### src/hw/rtl/md5_pkg.sv
// md5_pkg: shared types and constants for the streaming MD5 engine.
// No dependencies.
package md5_pkg;

   localparam logic [31:0] INIT_A = 32'h67452301;
   localparam logic [31:0] INIT_B = 32'hefcdab89;
   localparam logic [31:0] INIT_C = 32'h98badcfe;
   localparam logic [31:0] INIT_D = 32'h10325476;

   localparam logic [7:0] PAD_BYTE = 8'h80;
   localparam logic [5:0] LEN_POS  = 6'd56;

   // item handed from front to back
   typedef struct packed {
      logic [7:0] data_byte;
      logic       has_byte;
      logic       end_of_message;
   } md5_item_type;

   // round constant table
   function automatic logic [31:0] round_k(input logic [5:0] r);
      logic [31:0] k;
      begin
         case (r)
            6'd0: k = 32'hd76aa478;  6'd1: k = 32'he8c7b756;  6'd2: k = 32'h242070db;
            6'd3: k = 32'hc1bdceee;  6'd4: k = 32'hf57c0faf;  6'd5: k = 32'h4787c62a;
            6'd6: k = 32'ha8304613;  6'd7: k = 32'hfd469501;  6'd8: k = 32'h698098d8;
            6'd9: k = 32'h8b44f7af;  6'd10: k = 32'hffff5bb1; 6'd11: k = 32'h895cd7be;
            6'd12: k = 32'h6b901122; 6'd13: k = 32'hfd987193; 6'd14: k = 32'ha679438e;
            6'd15: k = 32'h49b40821; 6'd16: k = 32'hf61e2562; 6'd17: k = 32'hc040b340;
            6'd18: k = 32'h265e5a51; 6'd19: k = 32'he9b6c7aa; 6'd20: k = 32'hd62f105d;
            6'd21: k = 32'h02441453; 6'd22: k = 32'hd8a1e681; 6'd23: k = 32'he7d3fbc8;
            6'd24: k = 32'h21e1cde6; 6'd25: k = 32'hc33707d6; 6'd26: k = 32'hf4d50d87;
            6'd27: k = 32'h455a14ed; 6'd28: k = 32'ha9e3e905; 6'd29: k = 32'hfcefa3f8;
            6'd30: k = 32'h676f02d9; 6'd31: k = 32'h8d2a4c8a; 6'd32: k = 32'hfffa3942;
            6'd33: k = 32'h8771f681; 6'd34: k = 32'h6d9d6122; 6'd35: k = 32'hfde5380c;
            6'd36: k = 32'ha4beea44; 6'd37: k = 32'h4bdecfa9; 6'd38: k = 32'hf6bb4b60;
            6'd39: k = 32'hbebfbc70; 6'd40: k = 32'h289b7ec6; 6'd41: k = 32'heaa127fa;
            6'd42: k = 32'hd4ef3085; 6'd43: k = 32'h04881d05; 6'd44: k = 32'hd9d4d039;
            6'd45: k = 32'he6db99e5; 6'd46: k = 32'h1fa27cf8; 6'd47: k = 32'hc4ac5665;
            6'd48: k = 32'hf4292244; 6'd49: k = 32'h432aff97; 6'd50: k = 32'hab9423a7;
            6'd51: k = 32'hfc93a039; 6'd52: k = 32'h655b59c3; 6'd53: k = 32'h8f0ccc92;
            6'd54: k = 32'hffeff47d; 6'd55: k = 32'h85845dd1; 6'd56: k = 32'h6fa87e4f;
            6'd57: k = 32'hfe2ce6e0; 6'd58: k = 32'ha3014314; 6'd59: k = 32'h4e0811a1;
            6'd60: k = 32'hf7537e82; 6'd61: k = 32'hbd3af235; 6'd62: k = 32'h2ad7d2bb;
            default: k = 32'heb86d391;
         endcase
         return k;
      end
   endfunction

   // rotate amount per round
   function automatic logic [4:0] round_s(input logic [5:0] r);
      logic [4:0] s;
      begin
         case ({r[5:4], r[1:0]})
            4'h0: s = 5'd7;  4'h1: s = 5'd12; 4'h2: s = 5'd17; 4'h3: s = 5'd22;
            4'h4: s = 5'd5;  4'h5: s = 5'd9;  4'h6: s = 5'd14; 4'h7: s = 5'd20;
            4'h8: s = 5'd4;  4'h9: s = 5'd11; 4'ha: s = 5'd16; 4'hb: s = 5'd23;
            4'hc: s = 5'd6;  4'hd: s = 5'd10; 4'he: s = 5'd15; default: s = 5'd21;
         endcase
         return s;
      end
   endfunction

   // message word index per round
   function automatic logic [3:0] round_g(input logic [5:0] r);
      logic [3:0] g;
      logic [3:0] lo;
      begin
         lo = r[3:0];
         case (r[5:4])
            2'd0: g = lo;
            2'd1: g = 4'((5 * lo) + 1);
            2'd2: g = 4'((3 * lo) + 5);
            default: g = 4'(7 * lo);
         endcase
         return g;
      end
   endfunction

endpackage

### src/hw/rtl/md5_stream_hash.sv
// md5_stream_hash: top level of the streaming MD5 engine.
// Depends on md5_pkg, md5_front and md5_core.
//
//  channel | direction | contents
//  req_    | in        | tdata: data_byte; tuser: has_byte[0], end_of_message[1]
//  rsp_    | out       | tdata: digest_word; tuser: word_number; tlast: last_word
//
// Bytes are taken one per cycle while the core is idle; each full block then runs
// through the single shared round unit and then the chaining add.
// End of message pads one byte per cycle (up to 64 more, plus a second
// block of 64 padding bytes and 64 rounds when the length does not fit),
// then shows four words.
// Synchronous active-high reset; a four-entry queue lets input run ahead.
module md5_stream_hash (
   input  logic        clock,
   input  logic        reset,
   input  logic        req_tvalid,
   output logic        req_tready,
   input  logic [7:0]  req_tdata,   // [7:0] data_byte
   input  logic [1:0]  req_tuser,   // [0] has_byte, [1] end_of_message
   output logic        rsp_tvalid,
   input  logic        rsp_tready,
   output logic [31:0] rsp_tdata,   // [31:0] digest_word
   output logic [1:0]  rsp_tuser,   // [1:0] word_number
   output logic        rsp_tlast
);
   import md5_pkg::*;

   md5_item_type in_item, q_item;
   logic         q_valid, q_ready;

   assign in_item.data_byte      = req_tdata;
   assign in_item.has_byte       = req_tuser[0];
   assign in_item.end_of_message = req_tuser[1];

   md5_front u_front (
      .clock(clock), .reset(reset),
      .in_valid(req_tvalid), .in_ready(req_tready), .in_item(in_item),
      .q_valid(q_valid), .q_ready(q_ready), .q_item(q_item)
   );

   md5_core u_core (
      .clock(clock), .reset(reset),
      .q_valid(q_valid), .q_ready(q_ready), .q_item(q_item),
      .out_valid(rsp_tvalid), .out_ready(rsp_tready),
      .out_word(rsp_tdata), .out_number(rsp_tuser), .out_last(rsp_tlast)
   );
endmodule

### src/hw/rtl/md5_front.sv
// md5_front: accepts items, drops empty ones, and queues them for the back end.
// Depends on md5_pkg.
module md5_front (
   input  logic                  clock,
   input  logic                  reset,
   input  logic                  in_valid,
   output logic                  in_ready,
   input  md5_pkg::md5_item_type in_item,
   output logic                  q_valid,
   input  logic                  q_ready,
   output md5_pkg::md5_item_type q_item
);
   import md5_pkg::*;

   localparam int DEPTH = 4;

   md5_item_type mem_ff [DEPTH];
   logic [1:0] wr_ptr_ff, wr_ptr_in, rd_ptr_ff, rd_ptr_in;
   logic [2:0] count_ff, count_in;
   logic       push, pop, keep;

   // items with neither byte nor end do nothing and are discarded
   assign keep     = in_item.has_byte | in_item.end_of_message;
   assign in_ready = (count_ff != 3'(DEPTH));
   assign push     = in_valid & in_ready & keep;
   assign q_valid  = (count_ff != 3'd0);
   assign pop      = q_valid & q_ready;
   assign q_item   = mem_ff[rd_ptr_ff];

   always_comb begin
      wr_ptr_in = push ? wr_ptr_ff + 2'd1 : wr_ptr_ff;
      rd_ptr_in = pop ? rd_ptr_ff + 2'd1 : rd_ptr_ff;
      count_in  = count_ff + 3'(push) - 3'(pop);
   end

   always_ff @(posedge clock) begin
      if (reset) begin
         wr_ptr_ff <= '0;
         rd_ptr_ff <= '0;
         count_ff  <= '0;
      end else begin
         wr_ptr_ff <= wr_ptr_in;
         rd_ptr_ff <= rd_ptr_in;
         count_ff  <= count_in;
      end
   end

   always_ff @(posedge clock) begin
      if (push) begin
         mem_ff[wr_ptr_ff] <= in_item;
      end
   end
endmodule

### src/hw/rtl/md5_core.sv
// md5_core: byte gathering, padding, 64-round compression and digest output.
// Depends on md5_pkg.
module md5_core (
   input  logic                  clock,
   input  logic                  reset,
   input  logic                  q_valid,
   output logic                  q_ready,
   input  md5_pkg::md5_item_type q_item,
   output logic                  out_valid,
   input  logic                  out_ready,
   output logic [31:0]           out_word,
   output logic [1:0]            out_number,
   output logic                  out_last
);
   import md5_pkg::*;

   typedef enum logic [2:0] {
      ST_IDLE, ST_PAD, ST_ROUND, ST_ADD, ST_OUT
   } state_type;

   state_type   state_ff;
   logic [31:0] words_ff [16];
   logic [31:0] h_ff [4];
   logic [31:0] a_ff, b_ff, c_ff, d_ff;
   logic [63:0] bits_ff, len_ff;
   logic [5:0]  fill_ff, round_ff;
   logic [1:0]  out_idx_ff;
   logic        finishing_ff, pend_end_ff;
   logic        zero_tail_ff;

   logic [31:0] f, sum, rot;
   logic [4:0]  s;
   logic [7:0]  pad_byte;
   logic [5:0]  nxt_fill;

   // round function
   always_comb begin
      case (round_ff[5:4])
         2'd0: f = (b_ff & c_ff) | (~b_ff & d_ff);
         2'd1: f = (b_ff & d_ff) | (c_ff & ~d_ff);
         2'd2: f = b_ff ^ c_ff ^ d_ff;
         default: f = c_ff ^ (b_ff | ~d_ff);
      endcase
      sum = a_ff + f + round_k(round_ff) + words_ff[round_g(round_ff)];
      s   = round_s(round_ff);
      rot = (sum << s) | (sum >> (6'd32 - {1'b0, s}));
   end

   // padding byte: 0x80, zeros, then length little endian
   always_comb begin
      if (!finishing_ff) begin
         pad_byte = PAD_BYTE;
      end else if (fill_ff >= LEN_POS && !zero_tail_ff) begin
         pad_byte = len_ff[{fill_ff[2:0], 3'b000} +: 8];
      end else begin
         pad_byte = 8'h00;
      end
      nxt_fill = fill_ff + 6'd1;
   end

   assign q_ready    = (state_ff == ST_IDLE);
   assign out_valid  = (state_ff == ST_OUT);
   assign out_word   = h_ff[out_idx_ff];
   assign out_number = out_idx_ff;
   assign out_last   = (out_idx_ff == 2'd3);

   always_ff @(posedge clock) begin
      if (reset) begin
         state_ff     <= ST_IDLE;
         h_ff[0]      <= INIT_A;
         h_ff[1]      <= INIT_B;
         h_ff[2]      <= INIT_C;
         h_ff[3]      <= INIT_D;
         bits_ff      <= '0;
         fill_ff      <= '0;
         round_ff     <= '0;
         out_idx_ff   <= '0;
         finishing_ff <= 1'b0;
         pend_end_ff  <= 1'b0;
         zero_tail_ff <= 1'b0;
      end else begin
         unique case (state_ff)
            ST_IDLE: begin
               if (q_valid) begin
                  if (q_item.has_byte) begin
                     words_ff[fill_ff[5:2]][{fill_ff[1:0], 3'b000} +: 8] <= q_item.data_byte;
                     fill_ff <= nxt_fill;
                     bits_ff <= bits_ff + 64'd8;
                     len_ff  <= bits_ff + 64'd8;
                     pend_end_ff <= q_item.end_of_message;
                     if (nxt_fill == 6'd0) begin
                        round_ff <= '0;
                        a_ff <= h_ff[0]; b_ff <= h_ff[1];
                        c_ff <= h_ff[2]; d_ff <= h_ff[3];
                        state_ff <= ST_ROUND;
                     end else if (q_item.end_of_message) begin
                        state_ff <= ST_PAD;
                     end
                  end else begin
                     len_ff      <= bits_ff;
                     pend_end_ff <= 1'b1;
                     state_ff    <= ST_PAD;
                  end
               end
            end
            // one padding byte per cycle
            ST_PAD: begin
               words_ff[fill_ff[5:2]][{fill_ff[1:0], 3'b000} +: 8] <= pad_byte;
               finishing_ff <= 1'b1;
               fill_ff      <= nxt_fill;
               // 0x80 landed in the length slots: length goes in an extra block
               if (!finishing_ff && fill_ff >= LEN_POS) begin
                  zero_tail_ff <= 1'b1;
               end
               if (nxt_fill == 6'd0) begin
                  round_ff <= '0;
                  a_ff <= h_ff[0]; b_ff <= h_ff[1];
                  c_ff <= h_ff[2]; d_ff <= h_ff[3];
                  state_ff <= ST_ROUND;
               end
            end
            // one compression round per cycle
            ST_ROUND: begin
               a_ff <= d_ff;
               d_ff <= c_ff;
               c_ff <= b_ff;
               b_ff <= b_ff + rot;
               round_ff <= round_ff + 6'd1;
               if (round_ff == 6'd63) begin
                  state_ff <= ST_ADD;
               end
            end
            ST_ADD: begin
               h_ff[0] <= h_ff[0] + a_ff;
               h_ff[1] <= h_ff[1] + b_ff;
               h_ff[2] <= h_ff[2] + c_ff;
               h_ff[3] <= h_ff[3] + d_ff;
               zero_tail_ff <= 1'b0;
               // last block of message once length bytes are in
               if (finishing_ff && pend_end_ff && !zero_tail_ff) begin
                  state_ff <= ST_OUT;
               end else if (pend_end_ff) begin
                  state_ff <= ST_PAD;
               end else begin
                  state_ff <= ST_IDLE;
               end
               out_idx_ff <= '0;
            end
            ST_OUT: begin
               if (out_ready) begin
                  out_idx_ff <= out_idx_ff + 2'd1;
                  if (out_idx_ff == 2'd3) begin
                     h_ff[0]      <= INIT_A;
                     h_ff[1]      <= INIT_B;
                     h_ff[2]      <= INIT_C;
                     h_ff[3]      <= INIT_D;
                     bits_ff      <= '0;
                     fill_ff      <= '0;
                     finishing_ff <= 1'b0;
                     pend_end_ff  <= 1'b0;
                     state_ff     <= ST_IDLE;
                  end
               end
            end
            default: state_ff <= ST_IDLE;
         endcase
      end
   end
endmodule

### config.mk
export PLATFORM = sky130hd
export DESIGN_NAME = md5_stream_hash
export DESIGN_NICKNAME = d
export VERILOG_FILES = /design/src/hw/rtl/md5_pkg.sv /design/src/hw/rtl/md5_stream_hash.sv /design/src/hw/rtl/md5_front.sv /design/src/hw/rtl/md5_core.sv
export SDC_FILE = /design/constraint.sdc
export NUM_CORES = 2
export LEC_CHECK = 0
export BUFFER_PORTS_ARGS = -buffer_cell sky130_fd_sc_hd__buf_2
export CORE_ASPECT_RATIO = 1.4
export CORE_MARGIN = 2
export CORE_UTILIZATION = 30
export DETAILED_ROUTE_END_ITERATION = 10
export PLACE_DENSITY = 0.52
export REMOVE_ABC_BUFFERS = 1
export SETUP_SLACK_MARGIN = 0.15
export SLEW_MARGIN = 20
export SYNTH_ARGS = -nofsm -noshare
export SYNTH_HDL_FRONTEND = slang
export SYNTH_SLANG_ARGS = --single-unit
### constraint.sdc
create_clock -name clock -period 14.1 [get_ports clock]
set_input_delay 0.705 -clock clock [delete_from_list [all_inputs] [get_ports clock]]
set_output_delay 0.705 -clock clock [all_outputs]
set_load 0.02 [all_outputs]
==> impl_metrics.env <==
export IMPL_endpoint_kind="register"
export IMPL_switching_share_pct=33.03
export IMPL_ant_nets=0
export IMPL_crit_fanout=23
export IMPL_cts_made_buffers=108
export IMPL_pre_cts_ws_ns=2.046
export IMPL_worstSetupPathType="reg -> reg"
export IMPL_clkLatencyLatePin_ns=0.81
export IMPL_min_from="req_tdata[6]"
export IMPL_netlist_top_cell_by_area="edfxtp_1"
export IMPL_cp_start_kind="register"
export IMPL_syn_instance_count=5624
export IMPL_initial_utilization_pct=30.12
export IMPL_relSlewSlack_pct=18.42
export IMPL_htreeDepth=3
export IMPL_cp_num_buf_inv=7
export IMPL_antenna_found_initial=4
export IMPL_hold_depth=1
export IMPL_cts_clk_slew_worst_paths_ns=0.06
export IMPL_ctsHoldBuffers=0
export IMPL_clock_path_buffers=3
export IMPL_fin_crit_ns=12.20
export IMPL_synth_async_reset_ratio_pct=0
export IMPL_drive_gt1_share_pct=12.71
export IMPL_gp_congestion=0.9616
export IMPL_cts_resized_gates=0
export IMPL_ys_ff_latch=998
export IMPL_rrSetupSlack_ns=1.90
export IMPL_netlist_area_um2=59950
export IMPL_hold_violations=0
export IMPL_syn2layout_area_growth_pct=11.85
export IMPL_ys_types=107
export IMPL_ir_drop_mv=0.1673
export IMPL_whs_endpoint="u_front.mem_ff[1][8]$_DFFE_PP_"
export IMPL_reg2regPathDepth=39
export IMPL_slowest_stage="o41ai_1"
export IMPL_post_dp_hpwl_um=145900
export IMPL_dpl_cell_area_um2=63240
export IMPL_crit_family="compound AO/OA/AOI/OAI gates"
export IMPL_drt_pass1_iter_count=8
export IMPL_routed_via_density=5.492
export IMPL_clkSinkCount=998
export IMPL_cp_slowest_stage_delay_ns=0.74
export IMPL_drc=0
export IMPL_clk_root_buffer_cell="clkbuf_16"
export IMPL_slew_violations=0
export IMPL_max_cap_viol_count=0
export IMPL_synth_top_area_share_pct=40.32
export IMPL_die_area_um2=203500
export IMPL_p_int_mw=5.944
export IMPL_grt_max_degree=93
export IMPL_mostFrequentLayoutCells="edfxtp_1 (805), nand2_1 (685), nor2_1 (456), a21oi_1 (398), o21ai_0 (293)"
export IMPL_cts_setup_buffers=0
export IMPL_fmax_mhz=81.96
export IMPL_combPwrFrac_pct=27.3
export IMPL_die_x_um=381.8
export IMPL_rsz0062_at_grt="false"
export IMPL_die_h_um=532.9
export IMPL_mostFrequentLayoutCell="edfxtp_1"
export IMPL_cts_tree="yes"
export IMPL_synth_area_leaders="edfxtp_1 (40%), mux4_2 (8.7%), dfxtp_1 (6.4%)"
export IMPL_tightest_slew_ns=1.219
export IMPL_fin_worst_skew_ns=0.09014
export IMPL_wl_per_cell_um=24.24
export IMPL_period_share_pct=86.53
export IMPL_seq_area_frac_synth_pct=46.77
export IMPL_port_buffers=50
export IMPL_pwr_share_seq_pct=38.9
export IMPL_run_status="completed"
export IMPL_critPathArrivalTime_ns=12.72
export IMPL_final_area_um2=67060
export IMPL_yosysWarnings=0
export IMPL_crit_top_cell="inv_1"
export IMPL_pwr_share_clk_pct=33.8
export IMPL_grt_usage_pct=19.30
export IMPL_r2r_end="u_core.b_ff[30]$_DFFE_PP_"
export IMPL_synth_edf_count=805
export IMPL_critical_path_required_ns=14.61
export IMPL_synth_area_per_cell_um2=10.66
export IMPL_grt_pass1_vias=45270
export IMPL_setup_violations=0
export IMPL_hold_class="in -> reg"
export IMPL_grt_ovfl_total=0
export IMPL_p_leak_nw=23.65
export IMPL_io_pins=51
export IMPL_drtIter0Drc=3877
export IMPL_finalWorstSetupSlack_ns=1.899
export IMPL_core_area_um2=199000
export IMPL_totalWireLength_um=201300
export IMPL_final_nets=5868
export IMPL_p_per_area_nw_per_um2=132.4
export IMPL_power_switching_mw=2.932
export IMPL_synth_ff_type="edfxtp_1"
export IMPL_worst_r2r_startpoint="u_core.round_ff[0]$_SDFFE_PP0P_"
export IMPL_num_rows=194
export IMPL_grt_pass1_wl_um=297900
export IMPL_vias=45610
## metrics by stage
| step | TNS, ns | total power, mW | instances | hold WS [ns] | utilization, % |
|---|---|---|---|---|---|
| 3_3_place_gp | 0 | 5.902 | 8093 | 0.4613 | 31.73 |
| 6_report | 0 | 8.876 | 8304 | 0.1106 | 33.69 |
| 2_1_floorplan | -229.31 | 5.124 | 5299 | 0.4435 | - |
| 5_1_grt | 0 | 9.263 | 8302 | 0.1069 | 33.69 |
| 4_1_cts | 0 | 8.937 | 8301 | 0.06382 | 33.67 |
| 3_5_place_dp | 0 | 5.924 | 8095 | 0.4682 | 31.77 |
## sequential cells by signal (all words and copies together) (netlist names), named ones only
register / flops
u_core.fill_ff: 6
u_core.words_ff: 512
u_front.count_ff: 3
u_core.round_ff: 6
u_core.b_ff: 32
u_core.bits_ff: 61
u_core.pend_end_ff: 1
u_front.rd_ptr_ff: 2
u_front.mem_ff: 40
u_core.state_ff: 3
u_core.finishing_ff: 1
u_front.wr_ptr_ff: 2
u_core.h_ff: 128
u_core.a_ff: 32
u_core.zero_tail_ff: 1
u_core.len_ff: 61
u_core.out_number: 2
u_core.s: 5
u_core.c_ff: 32
u_core.d_ff: 32
## worst reg2reg max path: cells and delay by family, from the launching register on
family	cells	cell delay, ns
multiplexers	2	1.09
buffers and inverters	7	1.56
AO/OA/AOI/OAI	15	4.22
adder cells (fa/ha/maj)	6	2.56
flip-flops	1	0.55
AND/OR/NAND/NOR	9	1.94
## cells in the mapped netlist, types with 21 or more instances
library cell	number
a211oi_1	48
a21o_1	88
a21oi_1	402
a22oi_1	28
a31oi_1	95
and3_1	41
buf_1	62
clkbuf_1	241
dfxtp_1	193
edfxtp_1	805
fa_1	70
ha_1	225
inv_1	273
maj3_1	30
mux2_2	21
mux2i_1	75
mux4_2	231
nand2_1	688
nand2b_1	41
nand3_1	147
nand4_1	26
nor2_1	489
nor2b_1	31
nor3_1	125
o211ai_1	58
o21a_1	39
o21ai_0	294
o21bai_1	21
o221a_2	31
o221ai_1	24
o22ai_1	30
or3_1	31
xnor2_1	135
xor2_1	117
## per-layer routing
metal	GRT usage, %	up-vias	wire (um)
met1	22.40	22800	77510
met4	7.978	0	8643
met5	0	-	0
li1	-	20850	-
met2	35.90	1568	106000
met3	1.934	389	9144
## kinds of logic (layout without fill, tap and decap cells)
family	Yosys count	count (layout)	share of synthesized area (%)
AOI/OAI and AO/OA	1370	1370	14.70
xor gates and xnor gates	254	254	3.757
adders and majority gates	325	325	7.534
buffers and inverters	608	639	3.867
DFF	998	998	46.77
muxes	335	335	10.51
other	0	3	0
and+or+nand+nor	1734	1734	12.86
## worst max path at each step
stage | from | endpoint | slack, ns | depth (start not counted)
3_3_place_gp | u_core.round_ff[1]$_SDFFE_PP0P_ | u_core.b_ff[30]$_DFFE_PP_ | 2.22 | 39
3_5_place_dp | u_core.round_ff[0]$_SDFFE_PP0P_ | u_core.b_ff[30]$_DFFE_PP_ | 2.05 | 39
5_1_grt | u_core.round_ff[0]$_SDFFE_PP0P_ | u_core.b_ff[30]$_DFFE_PP_ | 1.40 | 39
2_1_floorplan | u_core.round_ff[4]$_SDFFE_PP0P_ | u_core.b_ff[30]$_DFFE_PP_ | -8.35 | 37
6_report | u_core.round_ff[0]$_SDFFE_PP0P_ | u_core.b_ff[30]$_DFFE_PP_ | 1.90 | 39
4_1_cts | u_core.round_ff[0]$_SDFFE_PP0P_ | u_core.b_ff[30]$_DFFE_PP_ | 2.02 | 39
## layout make-up
cell class	count	area, um2
clock inverters	56	665.6
flip-flops and latches	998	28050
multi-input cells	4018	29830
fillers	20050	132000
inverters	283	1062
diodes	3	7.507
well taps	2646	3311
repair buffers	150	1023
clock buffers	150	3107
## power by group through the flow
stage	sequential (mW)	combinational, mW	clock [mW]
after floorplan	3.51	1.61	0
after global placement	3.51	2.39	0
after detailed placement	3.51	2.41	0
after CTS	3.45	2.42	3.06
after global routing	3.46	2.64	3.16
final	3.45	2.43	3.00
Note: power is estimated with default switching activity, not from simulation.
